--- src/sv/assert_macros.svh ---
// Assertion macros shared by the RTL files.
`ifndef ASSERT_MACROS_SVH
`define ASSERT_MACROS_SVH

`ifndef SYNTH

// Clocked check that is switched off while reset is held.
`define TRIC_ASSERT(label, clk, rst_n, prop, msg) \
    label: assert property (@(posedge clk) disable iff (!rst_n) prop) else $error(msg);

// Clocked check that also holds during reset.
`define TRIC_ASSERT_ALWAYS(label, clk, prop, msg) \
    label: assert property (@(posedge clk) prop) else $error(msg);

`else

`define TRIC_ASSERT(label, clk, rst_n, prop, msg)

`define TRIC_ASSERT_ALWAYS(label, clk, prop, msg)

`endif

`endif

--- src/sv/tric_pkg.sv ---
`default_nettype none

package tric_pkg;

    // Configuration register indexes.
    localparam int CFG_IDX_W = 2;

    typedef enum logic [CFG_IDX_W-1:0] {
        CFG_NUM_ROWS    = 2'd0,
        CFG_NUM_COLS    = 2'd1,
        CFG_DIAG_OFFSET = 2'd2,
        CFG_UPPER_MODE  = 2'd3
    } t_cfg_idx;

    // Width of the linear index.
    localparam int IDX_W = 32;

    // Per-item control that rides with the data through the pipeline.
    typedef struct packed {
        logic div;  // item is in the rectangle part (divide by the column count)
        logic ok;   // index lies inside the triangle
    } t_flags;

endpackage

`default_nettype wire

--- src/sv/tric_step.sv ---
`default_nettype none

`include "assert_macros.svh"

// One bit step of the shared divide / triangular-root pipeline.
// Rectangle items do one restoring division step; trapezoid items test one
// bit of the row number against the cumulative element count.
module tric_step #(
    parameter int DIM_WIDTH = 16,
    parameter int WW        = 34,
    parameter int BIT       = 0
) (
    input  wire logic                   i_clk,
    input  wire logic                   i_rst_n,
    input  wire logic                   i_ld,
    input  wire logic [DIM_WIDTH-1:0]   i_cols,
    input  wire logic [DIM_WIDTH-1:0]   i_m,
    input  wire logic [DIM_WIDTH-1:0]   i_h,
    input  wire logic                   i_up,
    input  wire tric_pkg::t_flags       i_flags,
    input  wire logic [WW-1:0]          i_y,
    input  wire logic [DIM_WIDTH-1:0]   i_acc,
    input  wire logic [WW-1:0]          i_best,
    input  wire logic [DIM_WIDTH-1:0]   i_rbase,
    input  wire logic [DIM_WIDTH-1:0]   i_cbase,
    output tric_pkg::t_flags            o_flags,
    output logic [WW-1:0]               o_y,
    output logic [DIM_WIDTH-1:0]        o_acc,
    output logic [WW-1:0]               o_best,
    output logic [DIM_WIDTH-1:0]        o_rbase,
    output logic [DIM_WIDTH-1:0]        o_cbase
);
    import tric_pkg::*;

    localparam int FW = DIM_WIDTH + 2;
    localparam int PW = 2 * DIM_WIDTH + 2;

    logic [WW-1:0]        w_dsub;
    logic                 w_ge;
    logic [DIM_WIDTH-1:0] w_t;
    logic [FW-1:0]        w_fac;
    logic [PW-1:0]        w_prod;
    logic [WW-1:0]        w_cum;
    logic                 w_take;

    t_flags               r_flags;
    logic [WW-1:0]        r_y;
    logic [DIM_WIDTH-1:0] r_acc;
    logic [WW-1:0]        r_best;
    logic [DIM_WIDTH-1:0] r_rbase;
    logic [DIM_WIDTH-1:0] r_cbase;

    logic [WW-1:0]        n_y;
    logic [DIM_WIDTH-1:0] n_acc;
    logic [WW-1:0]        n_best;

    // Candidate with this step's bit set.
    assign w_t = i_acc | (DIM_WIDTH'(1) << BIT);

    // Division: compare the remainder with the shifted divisor.
    assign w_dsub = WW'(i_cols) << BIT;
    assign w_ge   = (i_y >= w_dsub);

    // Trapezoid: elements in the first w_t rows, first row holding i_m.
    always_comb begin
        if (i_up) begin
            w_fac = (FW'(i_m) << 1) + FW'(1) - FW'(w_t);
        end else begin
            w_fac = (FW'(i_m) << 1) - FW'(1) + FW'(w_t);
        end
        w_prod = PW'(w_t) * PW'(w_fac);
        w_cum  = WW'(w_prod >> 1);
        w_take = (w_t < i_h) && (w_cum <= i_y);
    end

    // Next values for either kind of item.
    always_comb begin
        n_y    = i_y;
        n_acc  = i_acc;
        n_best = i_best;
        if (i_flags.div) begin
            if (w_ge) begin
                n_y   = i_y - w_dsub;
                n_acc = w_t;
            end
        end else if (w_take) begin
            n_acc  = w_t;
            n_best = w_cum;
        end
    end

    // Stage register, loaded when the pipeline moves here.
    always_ff @(posedge i_clk) begin
        if (i_ld) begin
            r_flags <= i_flags;
            r_y     <= n_y;
            r_acc   <= n_acc;
            r_best  <= n_best;
            r_rbase <= i_rbase;
            r_cbase <= i_cbase;
        end
    end

    assign o_flags = r_flags;
    assign o_y     = r_y;
    assign o_acc   = r_acc;
    assign o_best  = r_best;
    assign o_rbase = r_rbase;
    assign o_cbase = r_cbase;

    // A division step never grows the remainder.
    `TRIC_ASSERT(a_rem_no_grow, i_clk, i_rst_n, i_ld && i_flags.div |=> r_y <= $past(i_y), "remainder grew in a division step")
    // Only this step's bit of the row or quotient may change.
    `TRIC_ASSERT(a_one_bit, i_clk, i_rst_n, i_ld |=> (r_acc & ~(DIM_WIDTH'(1) << BIT)) == $past(i_acc & ~(DIM_WIDTH'(1) << BIT)), "step changed a bit other than its own")

endmodule

`default_nettype wire

--- config.mk ---
export PLATFORM = sky130hd
export DESIGN_NAME = tric_step
export DESIGN_NICKNAME = d
export VERILOG_FILES = /design/src/sv/tric_pkg.sv /design/src/sv/tric_step.sv
export VERILOG_INCLUDE_DIRS = /design/src /design/src/sv
export SDC_FILE = /design/constraint.sdc
export NUM_CORES = 1
export LEC_CHECK = 0
export ABC_AREA = 1
export BUFFER_PORTS_ARGS = -buffer_cell sky130_fd_sc_hd__buf_2
export CORE_MARGIN = 4
export CORE_UTILIZATION = 60
export CTS_BUF_LIST = sky130_fd_sc_hd__clkbuf_16
export DETAILED_ROUTE_END_ITERATION = 10
export GPL_TIMING_DRIVEN = 1
export PLACE_DENSITY = 0.95
export SKIP_CTS_REPAIR_TIMING = 1
export SLEW_MARGIN = 0
export SYNTH_ARGS = -nofsm -noshare
export SYNTH_HDL_FRONTEND = slang
export SYNTH_SLANG_ARGS = --single-unit
--- constraint.sdc ---
create_clock -name i_clk -period 9.74 [get_ports i_clk]
set_input_delay 0.487 -clock i_clk [delete_from_list [all_inputs] [get_ports i_clk]]
set_output_delay 0.487 -clock i_clk [all_outputs]
set_load 0.1 [all_outputs]
-- After elaboration in Yosys (flattened, before gate mapping)
Cells that the tools add are included.
- logic and storage cells: 25
- register bits after elaboration: 118
- bits of input ports: 170
- output and inout port bits: 118
- add/subtract/negate cells: 5
- mux-type cells: 8
- magnitude comparators: 3
- multiply operators: 1
- reductions and logical operators: 1
- operators with widths (cell ; count):
    34-bit two-way mux ; 4
    34-bit by 16-bit >= comparator with 1-bit output ; 1
    33-bit by 34-bit <= comparator with 1-bit output ; 1
    16-bit by 18-bit multiplier with 34-bit output ; 1
    34-bit by 16-bit subtractor with 34-bit output ; 1
    17-bit by 1-bit adder with 18-bit output (second input constant) ; 1
    18-bit by 16-bit adder with 18-bit output ; 1
    18-bit two-way mux ; 1
    17-bit by 1-bit subtractor with 18-bit output (second input constant) ; 1
    18-bit by 16-bit subtractor with 18-bit output ; 1
    16-bit less-than comparator ; 1
    1-bit two-way mux ; 3
    1-bit logical AND ; 1

-- Depth between registers and ports, before layout
Gate-level depths: netlist of the first run.
- depth after elaboration: 8
- mapped depth: 53
- mapped depth without buffers: 51

-- Least setup slack after synthesis of the first run
Ideal clock, no wire load.
- path kind: in2reg
- from: input i_acc[6]
- to: register r_best[32], in the netlist o_best[32] (data pin)
- setup time: 253 ps
- arrival time: 8073 ps
- buffers on the path: 3
- setup slack: 1414 ps
- data required time: 9487 ps
- cell stages on the path: 47
- cell sequence: inv_1 > clkbuf_1 > ha_1 > ha_1 > a21oi_1 > nor2_1 > nor2_1 > nand2_1 > xnor2_1 > nand2_1 > clkbuf_1 > nand3_1 > fa_1 > fa_1 > inv_1 > fa_1 > inv_1 > fa_1 > [... 11 more ...] > nand2_1 > nand2_1 > nand2_1 > inv_1 > ha_1 > nand2_1 > inv_1 > nand2_1 > nand2_1 > a21oi_2 > nand2_1 > nor2_1 > nand2_1 > nand2_4 > nand3_4 > buf_6 > nand2_1 > nand2_1
- longest elaborated chain between the ends: 7
- elaborated cells on any way between the ends: 9
- classes of those cells: add/sub (2); mul (1); order compare (2); mux (3); reduce/logical (1)
- ends and longest elaborated chain (what ; line ; source):
    from (decl) ; tric_step.sv:22 ; input wire logic [DIM_WIDTH-1:0] i_acc,
    18-bit by 16-bit adder with 18-bit output or 18-bit by 16-bit subtractor with 18-bit output (tied branches) ; tric_step.sv:69, tric_step.sv:67 ;
    18-bit two-way mux ; tric_step.sv:66 ; if (i_up) begin
    16-bit by 18-bit multiplier with 34-bit output ; tric_step.sv:71 ; w_prod = PW'(w_t) * PW'(w_fac);
    33-bit by 34-bit <= comparator with 1-bit output ; tric_step.sv:73 ; w_take = (w_t < i_h) && (w_cum <= i_y);
    1-bit logical AND ; tric_step.sv:73 ;
    34-bit two-way mux * ; tric_step.sv:86 ; end else if (w_take) begin
    34-bit two-way mux * ; tric_step.sv:81 ; if (i_flags.div) begin
    named net n_best[32] ; tric_step.sv:55 ; logic [WW-1:0] n_best;
    to (signal assigned) ; tric_step.sv:98 ; r_best <= n_best;
    to (decl) ; tric_step.sv:49 ; logic [WW-1:0] r_best;
The timed path passes the listed nets; every way through them passes the cells marked *.
A chain may end at the register's enable or synchronous reset.

-- Worst setup path in the final report of the first run
- from: input i_m[0]
- to: register r_best[13], in the netlist o_best[13] (data pin)
- longest elaborated chain between the ends: 8
- elaborated cells on any way between the ends: 10
- classes of those cells: add/sub (4); mul (1); order compare (1); mux (3); reduce/logical (1)
- ends and longest elaborated chain (what ; line ; source):
    from (decl) ; tric_step.sv:17 ; input wire logic [DIM_WIDTH-1:0] i_m,
    17-bit by 1-bit subtractor with 18-bit output or 17-bit by 1-bit adder with 18-bit output (tied branches) ; tric_step.sv:69, tric_step.sv:67 ;
    18-bit by 16-bit adder with 18-bit output or 18-bit by 16-bit subtractor with 18-bit output (tied branches) ; tric_step.sv:69, tric_step.sv:67 ;
    18-bit two-way mux * ; tric_step.sv:66 ;
    16-bit by 18-bit multiplier with 34-bit output * ; tric_step.sv:71 ;
    33-bit by 34-bit <= comparator with 1-bit output ; tric_step.sv:73 ;
    1-bit logical AND ; tric_step.sv:73 ;
    34-bit two-way mux * ; tric_step.sv:86 ;
    34-bit two-way mux * ; tric_step.sv:81 ;
    named net n_best[13] ; tric_step.sv:55 ;
Marked as above.

==> results of run 1 <==
-- critical path, delay by kind of cell --
| kind | cells | cell delay [ps] |
|---|---|---|
| adder cells (fa/ha/maj) | 11 | 4680 |
| buffers and inverters | 14 | 1320 |
| AND/OR/NAND/NOR | 24 | 3020 |
-- metal layers --
layer / vias to the layer above / track usage, % / wire length [um]
met5: - / 0 / 0
met4: 0 / 24.5 / 4790
li1: 8539 / - / -
met1: 8825 / 43.1 / 22400
met2: 1313 / 64.6 / 31100
met3: 364 / 8.23 / 6800
-- logic make-up after synthesis --
kind of cell / Yosys count / share of synthesized area [%]
fa+ha+maj: 424 / 36.6
buf+inv: 581 / 12.0
simple gates: 1164 / 25.9
compound gates: 165 / 4.80
xor+xnor: 41 / 1.91
flops: 118 / 18.8
-- layout by cell type, fill, tap and decap left out, types with 3 or more instances in the layout --
cell type	netlist	final
sky130_fd_sc_hd__inv_2	12	12
sky130_fd_sc_hd__buf_12	0	3
sky130_fd_sc_hd__o21ai_1	22	22
sky130_fd_sc_hd__a21oi_2	3	3
sky130_fd_sc_hd__nand2_1	659	659
sky130_fd_sc_hd__xor2_1	26	26
sky130_fd_sc_hd__and2_1	6	6
sky130_fd_sc_hd__nand4_1	50	50
sky130_fd_sc_hd__nand2_2	11	11
sky130_fd_sc_hd__nand3b_1	3	3
sky130_fd_sc_hd__nor2_2	8	8
sky130_fd_sc_hd__clkinvlp_4	0	3
sky130_fd_sc_hd__inv_1	515	515
sky130_fd_sc_hd__clkinv_1	7	8
sky130_fd_sc_hd__clkinv_4	0	5
sky130_fd_sc_hd__nand3_2	3	3
sky130_fd_sc_hd__nor3b_1	3	3
sky130_fd_sc_hd__buf_4	7	143
sky130_fd_sc_hd__a21o_1	7	7
sky130_fd_sc_hd__clkbuf_16	0	17
sky130_fd_sc_hd__a21oi_1	85	85
sky130_fd_sc_hd__o21bai_1	9	9
sky130_fd_sc_hd__ha_1	213	213
sky130_fd_sc_hd__fa_1	211	211
sky130_fd_sc_hd__edfxtp_1	118	118
sky130_fd_sc_hd__buf_2	13	284
sky130_fd_sc_hd__xnor2_1	15	15
sky130_fd_sc_hd__nand3_1	161	161
sky130_fd_sc_hd__o21ai_0	29	29
sky130_fd_sc_hd__nor3_1	18	18
sky130_fd_sc_hd__nor2_1	235	235
-- state kept, by name (all words and copies together), names as in the netlist --
| name | cells |
|---|---|
| o_best | 34 |
| o_cbase | 16 |
| o_y | 34 |
| o_rbase | 16 |
| o_acc | 16 |
| o_flags | 2 |
-- synth_stat cells (2+ instances only) --
cell	instances	area share (%)
sky130_fd_sc_hd__and2_1	6	0.20
sky130_fd_sc_hd__nand2_2	11	0.37
sky130_fd_sc_hd__buf_2	13	0.35
sky130_fd_sc_hd__nor2_2	8	0.27
sky130_fd_sc_hd__inv_1	515	10
sky130_fd_sc_hd__a21oi_1	85	2.3
sky130_fd_sc_hd__buf_4	7	0.28
sky130_fd_sc_hd__a21oi_2	3	0.14
sky130_fd_sc_hd__ha_1	213	14
sky130_fd_sc_hd__o21bai_1	9	0.36
sky130_fd_sc_hd__inv_2	12	0.24
sky130_fd_sc_hd__xnor2_1	15	0.70
sky130_fd_sc_hd__clkinv_1	7	0.14
sky130_fd_sc_hd__nor3_1	18	0.48
sky130_fd_sc_hd__o21ai_1	22	0.59
sky130_fd_sc_hd__nand4_1	50	1.7
sky130_fd_sc_hd__nor3b_1	3	0.12
sky130_fd_sc_hd__o21ai_2	2	0.093
sky130_fd_sc_hd__a21boi_0	2	0.080
sky130_fd_sc_hd__xor2_1	26	1.2
sky130_fd_sc_hd__buf_6	4	0.24
sky130_fd_sc_hd__nand2_4	2	0.12
sky130_fd_sc_hd__nand2_1	659	13
sky130_fd_sc_hd__edfxtp_1	118	19
sky130_fd_sc_hd__fa_1	211	22
sky130_fd_sc_hd__clkbuf_1	22	0.44
sky130_fd_sc_hd__nand3_1	161	4.3
sky130_fd_sc_hd__nand3b_1	3	0.12
sky130_fd_sc_hd__a21o_1	7	0.28
sky130_fd_sc_hd__o21a_1	2	0.080
sky130_fd_sc_hd__nor2_1	235	4.7
sky130_fd_sc_hd__o21ai_0	29	0.77
sky130_fd_sc_hd__nand3_2	3	0.16
-- layout make-up --
cell class	instances	area, sq um
diodes	2	5.00
clock buffers	17	425
clock inverters	14	153
fillers	2369	8550
inverters	534	2000
multi-input cells	1794	13000
flip-flops and latches	118	3540
well taps	396	495
repair buffers	430	2550
-- final timing paths --
| kind | startpoint | to | depth (start not counted) |
|---|---|---|---|
| max | i_m[0] | o_best[13] | 49 |
| min | i_rbase[5] | o_rbase[5] | 1 |
-- per-stage QoR --
stage | util [%] | std cells | setup WS [ps]
after floorplan | - | 2493 | 1410
after global placement | 70.3 | 3272 | 433
after detailed placement | 70.3 | 3272 | 82.9
after CTS | 72.2 | 3303 | 502
after global routing | 72.2 | 3305 | 68.2
final | 72.2 | 3305 | 372
==> results.tsv, run 1 <==
stage	metric	value	unit
status	status	complete, but fails checks	
status	violations in the final reports	design-rule violations	
sta	max-slew violation total from the final report	0	
yosys	post-synthesis sequential area ratio	18.8	%
die	starting density of the core	61.2	%
clock_network	clk slew on worst S/H paths	70	ps
die	die area	34300	sq um
yosys	Post-Syn Area	18800	sq um
sta	worst-case hold slack	217	ps
yosys	Post-Syn Nets	3087	
route	Vias per Instance	5.76	
critical_path	required time of the critical path	9910	ps
critical_path	Crit Path Class	input pin to flip-flop	
layout	total number of nets in the final design	3489	
yosys	Yosys reg bits	118	
critical_path	library cell contributing the largest single delay on the critical path	sky130_fd_sc_hd__fa_1	
yosys	number of distinct library cells after synthesis	43	
global_route	number of global-route vias before repair	19900	
global_route	wire length of the first global-routing pass	101000	um
route	post-detailed-routing wire length	65000	um
global_route	Global Route Usage Sum	37.9	%
sta	transition time at the pin with the least slew margin	998	ps
yosys	top flip-flop cell by instance count after synthesis	sky130_fd_sc_hd__edfxtp_1	
sta	total of endpoints with negative setup slack in the final report	0	
critical_path	type of element capturing the critical path	flip-flop	
layout	growth of design area from synthesis to finish	18.0	%
clock_network	number of buffers created by CTS	17	
sta	Hold Vio Cnt, Final	0	
critical_path	Most Frequent Cell on Critical Path	sky130_fd_sc_hd__nand2_1	
yosys	count of flip-flops with a built-in enable after synthesis	118	
route	first-pass detailed-route iteration total	11	
critical_path	largest fanout of any net on the critical path	6	
sta	Max-slew headroom	33.5	%
layout	share of final-layout standard cells stronger than drive strength 1	17.3	%
sta	final worst path period need	9370	ps
clock_network	H-tree levels	4	
yosys	Synth async-reset ratio	0	%
run	max capacitance violation total	0	
global_route	antenna violations before repair	2	
placed_design	last weighted congestion value of the routability-driven placer	0.973	
critical_path	peak per-stage delay on the critical path	570	ps
placed_design	port buffer count	285	
route	DRC	1	
yosys	Syn Area/Cell	7.55	sq um
clock_network	clock tree from TritonCTS	built	
route	wire length per cell	19.7	um
route	number of DRC markers in iteration 0	1826	
sta	final setup TNS	0	ps
layout	Layout Cell Area excl Fill	22200	sq um
placed_design	post-DP HPWL	53500	um
route	vias post-DR	19000	
route	final antenna-violating net count	0	
die	standard-cell rows	64	
yosys	Yosys Warn Count	0	
die	Core ar.	30700	sq um
clock_network	cell at the root of the clock tree	sky130_fd_sc_hd__clkbuf_16	
global_route	total congestion overflow after global routing	0	
critical_path	crit path launch type	input pin	
die	height of the die	185	um
sta	fmax	107	MHz
min_path	type of the worst min-delay path	input pin to flip-flop	
critical_path	arrival time at the worst endpoint	9540	ps
die	Die Wd	185	um
sta	setup repair after global routing missed its margin	false	
global_route	maximum number of pins on one net before global-route repair	75	
yosys	count of mapped cells out of synthesis	2493	
clock_network	number of buffers on the longest clock path	2	
sta	final critical-path share of the clock period	96.2	%
clock_network	clk sinks	118	
die	number of I/O pins	288	
placed_design	post-place instance area	21600	sq um
Power of run 1 is not shown: default switching activity piles up to over one toggle a cycle in this logic, so the estimate is an artifact.
==> inputs of run 2 (changes only) <==
--- a/config.mk
+++ b/config.mk
@@ -6,14 +6,13 @@
 export SDC_FILE = /design/constraint.sdc
 export NUM_CORES = 1
 export LEC_CHECK = 0
-export ABC_AREA = 1
 export BUFFER_PORTS_ARGS = -buffer_cell sky130_fd_sc_hd__buf_2
 export CORE_MARGIN = 4
-export CORE_UTILIZATION = 60
+export CORE_UTILIZATION = 59
 export CTS_BUF_LIST = sky130_fd_sc_hd__clkbuf_16
 export DETAILED_ROUTE_END_ITERATION = 10
 export GPL_TIMING_DRIVEN = 1
-export PLACE_DENSITY = 0.95
+export PLACE_DENSITY = 0.94
 export SKIP_CTS_REPAIR_TIMING = 1
 export SLEW_MARGIN = 0
 export SYNTH_ARGS = -nofsm -noshare
==> results.tsv, run 2 <==
stage	metric	value	unit	change
status	violations in the final reports	design-rule violations, negative setup slack		was design-rule violations
clock_network	H-tree levels	4		unchanged
route	number of DRC markers in iteration 0	1963		was 1,826
global_route	number of global-route vias before repair	17500		was 19,900
route	post-detailed-routing wire length	57800	um	was 65,000 um
sta	setup repair after global routing missed its margin	true		was false
die	standard-cell rows	62		was 64
sta	worst-case hold slack	222	ps	was 217 ps
die	number of I/O pins	288		unchanged
sta	transition time at the pin with the least slew margin	1100	ps	was 998 ps
placed_design	post-DP HPWL	43200	um	was 53,500 um
global_route	antenna violations before repair	5		was 2
layout	non-filler instance count after layout	2693		was 3,305
route	wire length per cell	21.4	um	was 19.7 um
layout	total area of multi-input combinational cells	12700	sq um	was 13,000 sq um
placed_design	last weighted congestion value of the routability-driven placer	0.950		was 0.973
route	Vias per Instance	6.19		was 5.76
sta	fmax	95.8	MHz	was 107 MHz
critical_path	library cell contributing the largest single delay on the critical path	sky130_fd_sc_hd__fa_1		unchanged
critical_path	required time of the critical path	9930	ps	was 9910 ps
yosys	portion of synthesized cell area occupied by the leading cell type	24.2	%	was 22.5%
critical_path	capturing element of the worst setup path	o_best[22]		was o_best[13]
route	vias post-DR	16700		was 19,000
clock_network	number of buffers on the longest clock path	2		unchanged
yosys	Post-Syn Area	17400	sq um	was 18,800 sq um
die	die area	32300	sq um	was 34,300 sq um
yosys	dominant combinational cell family by area after synthesis	adder cells		unchanged
route	final antenna-violating net count	0		unchanged
critical_path	largest fanout of any net on the critical path	18		was 6
sta	final critical-path share of the clock period	107	%	was 96.2%
yosys	post-synthesis compound-gate area fraction	10.9	%	was 4.80%
clock_network	clk slew on worst S/H paths	70	ps	about the same
yosys	cell type with the largest total area after synthesis	sky130_fd_sc_hd__fa_1		unchanged
sta	total of endpoints with negative setup slack in the final report	35		was 0
yosys	XOR/XNOR Fraction of Synth Area	3.32	%	was 1.91%
yosys	count of mapped cells out of synthesis	1836		was 2,493
layout	share of final-layout standard cells stronger than drive strength 1	27.2	%	was 17.3%
min_path	type of the worst min-delay path	input pin to flip-flop		unchanged
yosys	post-synthesis adder-cell area fraction	39.5	%	was 36.6%
yosys	fraction of synthesized area in multiplexers	2.84	%	was 0%
yosys	simple logic cell fraction of the synthesized area	14.2	%	was 25.9%
sta	worst-case setup margin in the final layout	-695	ps	was 372 ps
route	first-pass detailed-route iteration total	11		unchanged
layout	top library cells by usage in the layout, fill and taps aside	335 x sky130_fd_sc_hd__inv_1, 282 x sky130_fd_sc_hd__buf_2, 207 x sky130_fd_sc_hd__fa_1, 201 x sky130_fd_sc_hd__ha_1, 200 x sky130_fd_sc_hd__buf_4		was 659 x sky130_fd_sc_hd__nand2_1, 515 x sky130_fd_sc_hd__inv_1, 284 x sky130_fd_sc_hd__buf_2, 235 x sky130_fd_sc_hd__nor2_1, 213 x sky130_fd_sc_hd__ha_1
die	Die Wd	180	um	was 185 um
placed_design	port buffer count	285		unchanged
sta	Max-slew headroom	26.4	%	was 33.5%
yosys	top flip-flop cell by instance count after synthesis	sky130_fd_sc_hd__edfxtp_1		unchanged
layout	growth of design area from synthesis to finish	24.3	%	was 18.0%
run	max capacitance violation total	0		unchanged
yosys	count of flip-flops with a built-in enable after synthesis	118		unchanged
yosys	most numerous cell types in the synthesized netlist	342 x sky130_fd_sc_hd__inv_1, 213 x sky130_fd_sc_hd__ha_1, 211 x sky130_fd_sc_hd__fa_1, 199 x sky130_fd_sc_hd__nand2_1, 118 x sky130_fd_sc_hd__edfxtp_1		was 659 x sky130_fd_sc_hd__nand2_1, 515 x sky130_fd_sc_hd__inv_1, 235 x sky130_fd_sc_hd__nor2_1, 213 x sky130_fd_sc_hd__ha_1, 211 x sky130_fd_sc_hd__fa_1
sta	max-slew violation total from the final report	0		unchanged
yosys	Syn Area/Cell	9.49	sq um	was 7.55 sq um
critical_path	timing startpoint of the critical path	i_acc[2]		was i_m[0]
yosys	Yosys reg bits	118		unchanged
critical_path	Crit Path Class	input pin to flip-flop		unchanged
global_route	wire length of the first global-routing pass	86500	um	was 101,000 um
layout	filler instances	1701		was 2,369
sta	Hold Vio Cnt, Final	0		unchanged
global_route	maximum number of pins on one net before global-route repair	62		was 75
layout	most common library cell in the layout ignoring fill and taps	sky130_fd_sc_hd__inv_1		was sky130_fd_sc_hd__nand2_1
die	starting density of the core	60.2	%	was 61.2%
clock_network	cell at the root of the clock tree	sky130_fd_sc_hd__clkbuf_16		unchanged
critical_path	crit path launch type	input pin		unchanged
global_route	total congestion overflow after global routing	0		unchanged
critical_path	peak per-stage delay on the critical path	620	ps	was 570 ps
yosys	number of distinct library cells after synthesis	75		was 43
sta	final worst path period need	10430	ps	was 9370 ps
clock_network	number of buffers created by CTS	17		unchanged
die	Core ar.	28900	sq um	was 30,700 sq um
layout	total number of nets in the final design	2885		was 3,489
clock_network	clock tree from TritonCTS	built		unchanged
yosys	most common cell in the netlist	sky130_fd_sc_hd__inv_1		was sky130_fd_sc_hd__nand2_1
yosys	Yosys Warn Count	0		unchanged
clock_network	clk sinks	118		unchanged
placed_design	placed cell count	2644		was 3,272
yosys	post-synthesis sequential area ratio	20.3	%	was 18.8%
yosys	Post-Syn Nets	2430		was 3,087
critical_path	type of element capturing the critical path	flip-flop		unchanged
placed_design	setup slack after placement	-1050	ps	was 82.9 ps
route	DRC	1		unchanged
die	height of the die	180	um	was 185 um
global_route	Global Route Usage Sum	32.9	%	was 37.9%
critical_path	arrival time at the worst endpoint	10620	ps	was 9540 ps
layout	area taken by flip-flops and latches	3540	sq um	unchanged
yosys	dominant cells by area after synthesis	sky130_fd_sc_hd__fa_1 24%, sky130_fd_sc_hd__edfxtp_1 20%, sky130_fd_sc_hd__ha_1 15%		was sky130_fd_sc_hd__fa_1 22%, sky130_fd_sc_hd__edfxtp_1 19%, sky130_fd_sc_hd__ha_1 14%
yosys	Synth async-reset ratio	0	%	unchanged
status	status	complete, but fails checks		unchanged
critical_path	Most Frequent Cell on Critical Path	sky130_fd_sc_hd__fa_1		was sky130_fd_sc_hd__nand2_1
## run 2: changes by cell type in the layout (fill, tap and decap cells not counted), moves of 33 or more
cell                      before  now
sky130_fd_sc_hd__and2_1        6   84
sky130_fd_sc_hd__buf_4       143  200
sky130_fd_sc_hd__inv_1       515  335
sky130_fd_sc_hd__nand2_1     659  198
sky130_fd_sc_hd__nand3_1     161   32
sky130_fd_sc_hd__nand4_1      50   11
sky130_fd_sc_hd__nor2_1      235   81
sky130_fd_sc_hd__xnor2_1      15   48
## run 2: area by class of cell
cell class              count  area share, %
flip-flops and latches    118           16.4
multi-input cells        1318           58.6
clock buffers              17           1.96
well taps                 384           2.22
clock inverters            15          0.537
repair buffers            493           14.3
diodes                      5         0.0578
inverters                 343           5.98
## run 2: per-layer routing
metal  track usage (%)  up-vias  wire length, um
li1                  -     6987                -
met1              36.3     7813            18700
met2              56.8     1370            27400
met3              7.70      488             6470
met4              22.1        0             5120
met5                 0        -                0
## run 2: how the worst min path moves through the flow
stage / start / end / cells past startpoint
final: i_rbase[14] / o_rbase[14] / 1
after global routing: i_rbase[14] / o_rbase[14] / 1
after CTS: i_rbase[14] / o_rbase[14] / 1
after global placement: i_cbase[9] / o_cbase[9] / 1
after detailed placement: i_rbase[0] / o_rbase[0] / 1
after floorplan: i_acc[10] / o_acc[10] / 0
## run 2: worst max-delay path, delay by kind of cell
kind	cells	cell delay, ps
mux	1	310
fa+ha+maj	11	4420
compound gates	14	3920
simple gates	6	640
buf+inv	6	640
xor+xnor	1	200
## run 2: through the flow
stage	util, %	instance area [sq um]	TNS [ps]
detailed placement	71.6	20700	-35150
global route	74.8	21700	-30400
finish	74.8	21700	-23050
CTS	73.4	21200	-22340
global placement	71.6	20700	-20350
floorplan	-	17600	-3650
## run 2: cells by family (layout without fill, tap and decap cells)
family | after synthesis | after routing
adder cells (fa/ha/maj) | 424 | 424
flip-flops | 118 | 118
multiplexers | 35 | 35
buffers and inverters | 400 | 868
other | 0 | 5
AO/OA/AOI/OAI | 284 | 284
AND/OR/NAND/NOR | 509 | 509
XOR/XNOR | 66 | 66
Power of run 2 is left out for the same reason.
